File: src/hw/rtl/eulr_pkg.sv
// shared types, constants and the cordic arctangent table for the euler rate block
// no dependencies; imported by every module of the block
`default_nettype none

package eulr_pkg;

  // cordic configuration
  localparam int CORDIC_STEPS = 16;
  localparam int TABLE_LEN    = 24;
  localparam int CS_USED      = (CORDIC_STEPS < TABLE_LEN) ? CORDIC_STEPS : TABLE_LEN;

  // queue between front and back
  localparam int QDEPTH = 4;
  localparam int QPTR_W = 2;
  localparam int QCNT_W = 3;

  // singularity threshold register reset value
  localparam logic [14:0] MIN_COS_RESET = 15'd328;

  // fixed point constants on the cordic datapath
  localparam logic signed [33:0] CORDIC_GAIN  = 34'sh0_26DD_3B6A;
  localparam logic signed [33:0] ONE_Q30      = 34'sh0_4000_0000;
  localparam logic signed [33:0] QUARTER_TURN = 34'sh0_4000_0000;
  localparam logic signed [33:0] HALF_TURN    = 34'sh0_8000_0000;

  // input word
  typedef struct packed {
    logic signed [15:0] roll_angle;
    logic signed [15:0] pitch_angle;
    logic signed [15:0] yaw_angle;
    logic signed [15:0] world_rate_x;
    logic signed [15:0] world_rate_y;
    logic signed [15:0] world_rate_z;
  } eulr_in_t;

  // result word
  typedef struct packed {
    logic signed [19:0] roll_rate;
    logic signed [19:0] pitch_rate;
    logic signed [19:0] yaw_rate;
    logic               singular;
  } eulr_out_t;

  // classified word handed from front to back, trig values in q1.30
  typedef struct packed {
    logic signed [31:0] sf;
    logic signed [31:0] cf;
    logic signed [31:0] st;
    logic signed [31:0] ct;
    logic signed [31:0] sp;
    logic signed [31:0] cp;
    logic signed [15:0] wx;
    logic signed [15:0] wy;
    logic signed [15:0] wz;
    logic [30:0]        ud;
    logic               sing;
  } eulr_wd_t;

  // queue status
  typedef struct packed {
    logic              full;
    logic              empty;
    logic [QCNT_W-1:0] count;
  } eulr_qstat_t;

  // arctangent of 2^-i in 32-bit binary angle units
  function automatic logic signed [33:0] atan_turn(input logic [4:0] i);
    logic signed [33:0] v;
    unique case (i)
      5'd0:    v = 34'sh0_2000_0000;
      5'd1:    v = 34'sh0_12E4_051E;
      5'd2:    v = 34'sh0_09FB_385B;
      5'd3:    v = 34'sh0_0511_11D4;
      5'd4:    v = 34'sh0_028B_0D43;
      5'd5:    v = 34'sh0_0145_D7E1;
      5'd6:    v = 34'sh0_00A2_F61E;
      5'd7:    v = 34'sh0_0051_7C55;
      5'd8:    v = 34'sh0_0028_BE53;
      5'd9:    v = 34'sh0_0014_5F2F;
      5'd10:   v = 34'sh0_000A_2F98;
      5'd11:   v = 34'sh0_0005_17CC;
      5'd12:   v = 34'sh0_0002_8BE6;
      5'd13:   v = 34'sh0_0001_45F3;
      5'd14:   v = 34'sh0_0000_A2FA;
      5'd15:   v = 34'sh0_0000_517D;
      5'd16:   v = 34'sh0_0000_28BE;
      5'd17:   v = 34'sh0_0000_145F;
      5'd18:   v = 34'sh0_0000_0A30;
      5'd19:   v = 34'sh0_0000_0518;
      5'd20:   v = 34'sh0_0000_028C;
      5'd21:   v = 34'sh0_0000_0146;
      5'd22:   v = 34'sh0_0000_00A3;
      5'd23:   v = 34'sh0_0000_0051;
      default: v = '0;
    endcase
    return v;
  endfunction

endpackage

`default_nettype wire

File: src/hw/rtl/eulr_fifo.sv
// short queue of classified words between front and back
// depends on eulr_pkg
`default_nettype none

module eulr_fifo import eulr_pkg::*; (
  input  logic        clk,
  input  logic        rst,
  input  logic        push,
  input  eulr_wd_t    wr_data,
  input  logic        pop,
  output eulr_wd_t    rd_data,
  output eulr_qstat_t stat
);

  eulr_wd_t          mem [QDEPTH];
  logic [QPTR_W-1:0] wp;
  logic [QPTR_W-1:0] rp;
  logic [QCNT_W-1:0] cnt;

  // pointers and fill count
  always_ff @(posedge clk) begin
    if (rst) begin
      wp  <= '0;
      rp  <= '0;
      cnt <= '0;
    end else begin
      if (push) wp <= wp + 1'b1;
      if (pop) rp <= rp + 1'b1;
      if (push && !pop) cnt <= cnt + 1'b1;
      else if (pop && !push) cnt <= cnt - 1'b1;
    end
  end

  // storage
  always_ff @(posedge clk) begin
    if (push) mem[wp] <= wr_data;
  end

  assign rd_data    = mem[rp];
  assign stat.count = cnt;
  assign stat.empty = (cnt == '0);
  assign stat.full  = (cnt == QCNT_W'(QDEPTH));

endmodule

`default_nettype wire

File: config.mk
export PLATFORM = sky130hd
export DESIGN_NAME = eulr_fifo
export DESIGN_NICKNAME = d
export VERILOG_FILES = /design/src/hw/rtl/eulr_pkg.sv /design/src/hw/rtl/eulr_fifo.sv
export SDC_FILE = /design/constraint.sdc
export NUM_CORES = 1
export LEC_CHECK = 0
export BUFFER_PORTS_ARGS = -buffer_cell sky130_fd_sc_hd__buf_4
export CORE_MARGIN = 4
export CORE_UTILIZATION = 45
export CTS_CLUSTER_DIAMETER = 60
export DETAILED_ROUTE_END_ITERATION = 7
export PLACE_DENSITY = 0.73
export SYNTH_ARGS = -nofsm -noshare
export SYNTH_HDL_FRONTEND = slang
export SYNTH_SLANG_ARGS = --single-unit
File: constraint.sdc
create_clock -name clk -period 19.5 [get_ports clk]
set_input_delay 0.975 -clock clk [delete_from_list [all_inputs] [get_ports clk]]
set_output_delay 0.975 -clock clk [all_outputs]
set_load 0.02 [all_outputs]
==> flow_summary.yaml <==
sta:
  slew_headroom_pct: 15.8
  rsz0062_at_grt: "no"
  hold_slack_ns: 0.502
  worstMarginPinSlew_ns: 1.26
  period_needed_ns: 5.23
  fin_ws_ns: 14.27
  fin_skew_ns: 0.0206
  slew_viol_final: 0
  hold_violations: 0
  period_share_pct: 26.8
  finalSetupViolCount: 0
  tns_ns: 0
  fmax_mhz: 191
setup_path:
  slowest_delay_ns: 0.95
  crit_required_ns: 18.53
  crit_family: "buffers and inverters"
  rr_startpoint: "wp[0]$_SDFFE_PP0P_"
  crit_path_top_delay_cell: "dfxtp_4"
  endpoint_kind: "output pin"
  worstPathArrival_ns: 4.25
  crit_type: "reg2out"
  cp-start-kind: "flop"
  cp_max_fo: 48
  cpMostUsedCell: "buf_4"
  crit_chain: "buf_4 -> buf_4 -> mux4_2 -> buf_4"
  worstPathBufferInverterCount: 3
clocking:
  clock_latency_ns: 0.66
  cts_inserted_buffers: 110
  cts_max_path_buffers: 3
  clock-root-buffer: "clkbuf_16"
  cts.repair.resized: 0
  post-cts-setup-buffers: 0
  cts_sinks: 1097
  h-tree-depth: 3
  path_clk_slew_ns: 0.06
  holdBufCountCts: 0
  cts_tree: "done"
placed_design:
  portBuffers: 552
  dp_hpwl_um: 50600
  place.gp.congestion: 0.762
  post_dp_cell_area_sq_um: 45000
  dp_worst_setup_slack_ns: 14.76
routing:
  met3_length_um: 8580
  wirelength_met1_um: 30400
  routed.top_layer: "met5"
  vias_per_cell: 5.35
  antenna_left: 0
  wire_per_inst_um: 24.6
  routed-wl-met2_um: 41300
  routed_wirelength_um: 82100
  vias: 17900
  drtPass1Iterations: 5
  drt-initial-drc-count: 1328
  drcViolationCount: 0
final_layout:
  final_common_cell: "edfxtp_1"
  syn_to_final_growth_pct: 22.5
  stdcell_area_sq_um: 48500
  nets: 2371
  layout_common_cells: "edfxtp_1, buf_4, mux4_2"
  drive_gt1_share_pct: 46.1
grt:
  grt_pass1_vias: 19300
  antenna_found_initial: 12
  overflow: 0
  grt_max_degree: 148
  grt_pass1_wl_um: 125000
  track_usage_pct: 17.7
job:
  cap_violations: 0
die:
  num_io_pins: 553
  dieArea_sq_um: 92700
  placementRows: 108
  initial_core_util_pct: 45.5
  coreArea_sq_um: 87000
  die_x_um: 304
  die_y_um: 304
synth:
  synth_area_leaders: "edfxtp_1, mux4_2, dfxtp_1"
  synth.cell_area_sq_um: 39600
  synthFlopType: "edfxtp_1"
  yosysTopAreaCell: "edfxtp_1"
  yosys_warnings: 0
  yosys.area.top_type_share_pct: 82.6
  postSynth.asyncResetShare_pct: 0
  synth_nets: 1746
  synth.avg_cell_area_sq_um: 27.0
  synth-edff-count: 1088
  synthCells: 1464
  yosysUniqueCellTypes: 21
  ys_ff_latch: 1097
  seq_area_frac_synth_pct: 83.0
power:
  power.internal_w: 0.00411
  p_leak_nw: 16.1
  p_sw_w: 0.00123
  ir_drop_mv: 0.0865
  p_sw_share_pct: 23.1
  power_frac_clock_pct: 37.0
  seq_power_share_pct: 51.4
  powerDensity_nw_per_um2: 110
  comb_power_share_pct: 11.6
outcome:
  status: "complete, no violations"
min_path:
  hold_path.class: "in2reg"
  min_from: "wr_data[268]"
-- worst register-to-register path: stages, from the launching register on --
cell	delay, ns
dfxtp_1	0.35
inv_1	0.09
ha_1	0.16
and2_4	0.69
buf_4	0.85
buf_4	0.85
-- synthesized netlist by cell type (2+ instances only) --
cell	instances
buf_1	16
inv_1	4
nor2_1	7
clkbuf_1	4
and2_1	4
xor2_1	3
buf_2	32
dfxtp_1	9
mux2i_1	2
xnor2_1	2
mux4_2	272
edfxtp_1	1088
buf_6	9
ha_1	5
-- routing by layer --
layer | vias up | track usage, %
met1 | 9341 | 22.5
met4 | 20 | 4.56
li1 | 7643 | -
met2 | 712 | 28.9
met5 | - | 0
met3 | 136 | 6.74
-- sequential cells by signal, summed over array words and instances, names as in the netlist, named ones only --
signal	cells
wp	2
cnt	3
mem	1088
rp	2
-- stage by stage --
| stage | power [W] | utilization (%) | instances |
|---|---|---|---|
| after global routing | 0.00556 | 55.7 | 3335 |
| final | 0.00535 | 55.7 | 3336 |
| after global placement | 0.00341 | 51.7 | 3132 |
| after detailed placement | 0.00343 | 51.7 | 3132 |
| after floorplan | 0.00316 | - | 1464 |
| after CTS | 0.00541 | 55.7 | 3334 |
-- cells by family (layout without fill, tap and decap cells) --
group | count (synthesis) | after routing | share of synthesized area [%]
and+or+nand+nor | 15 | 15 | 0.187
buffers and inverters | 65 | 780 | 0.889
other | 0 | 2 | 0
muxes | 274 | 274 | 15.5
adders and majority gates | 6 | 6 | 0.209
DFF | 1097 | 1097 | 83.0
AOI/OAI and AO/OA | 2 | 2 | 0.0253
xor gates and xnor gates | 5 | 5 | 0.111
-- final cells by class --
class	count	area, sq um
tap	1155	1450
clock buffer	132	2880
antenna	2	5.00
multi-input combinational	302	6370
timing repair buffer	574	4330
sequential	1097	32900
clock inverter	70	567
inverter	4	15.0
fill	6370	38600
-- power by group through the flow --
| stage | logic, W | clock network (W) | registers [W] |
|---|---|---|---|
| after floorplan | 0.000356 | 0 | 0.00281 |
| after global placement | 0.000624 | 0 | 0.00279 |
| after detailed placement | 0.000632 | 0 | 0.00280 |
| after CTS | 0.000635 | 0.00203 | 0.00275 |
| after global routing | 0.000661 | 0.00215 | 0.00276 |
| final | 0.000623 | 0.00198 | 0.00275 |
-- path summary, 6_finish.rpt --
kind | to | slack [ns] | cells past startpoint
worst max-delay path | rd_data[158] | 14.27 | 4
worst min-delay path | mem[3][268]$_DFFE_PP_ | 0.50 | 1
worst max register to register | mem[0][152]$_DFFE_PP_ | 16.05 | 5
worst min register to register | cnt[2]$_SDFFE_PP0P_ | 0.55 | 2
No activity file was read; power rests on OpenSTA's default activity.
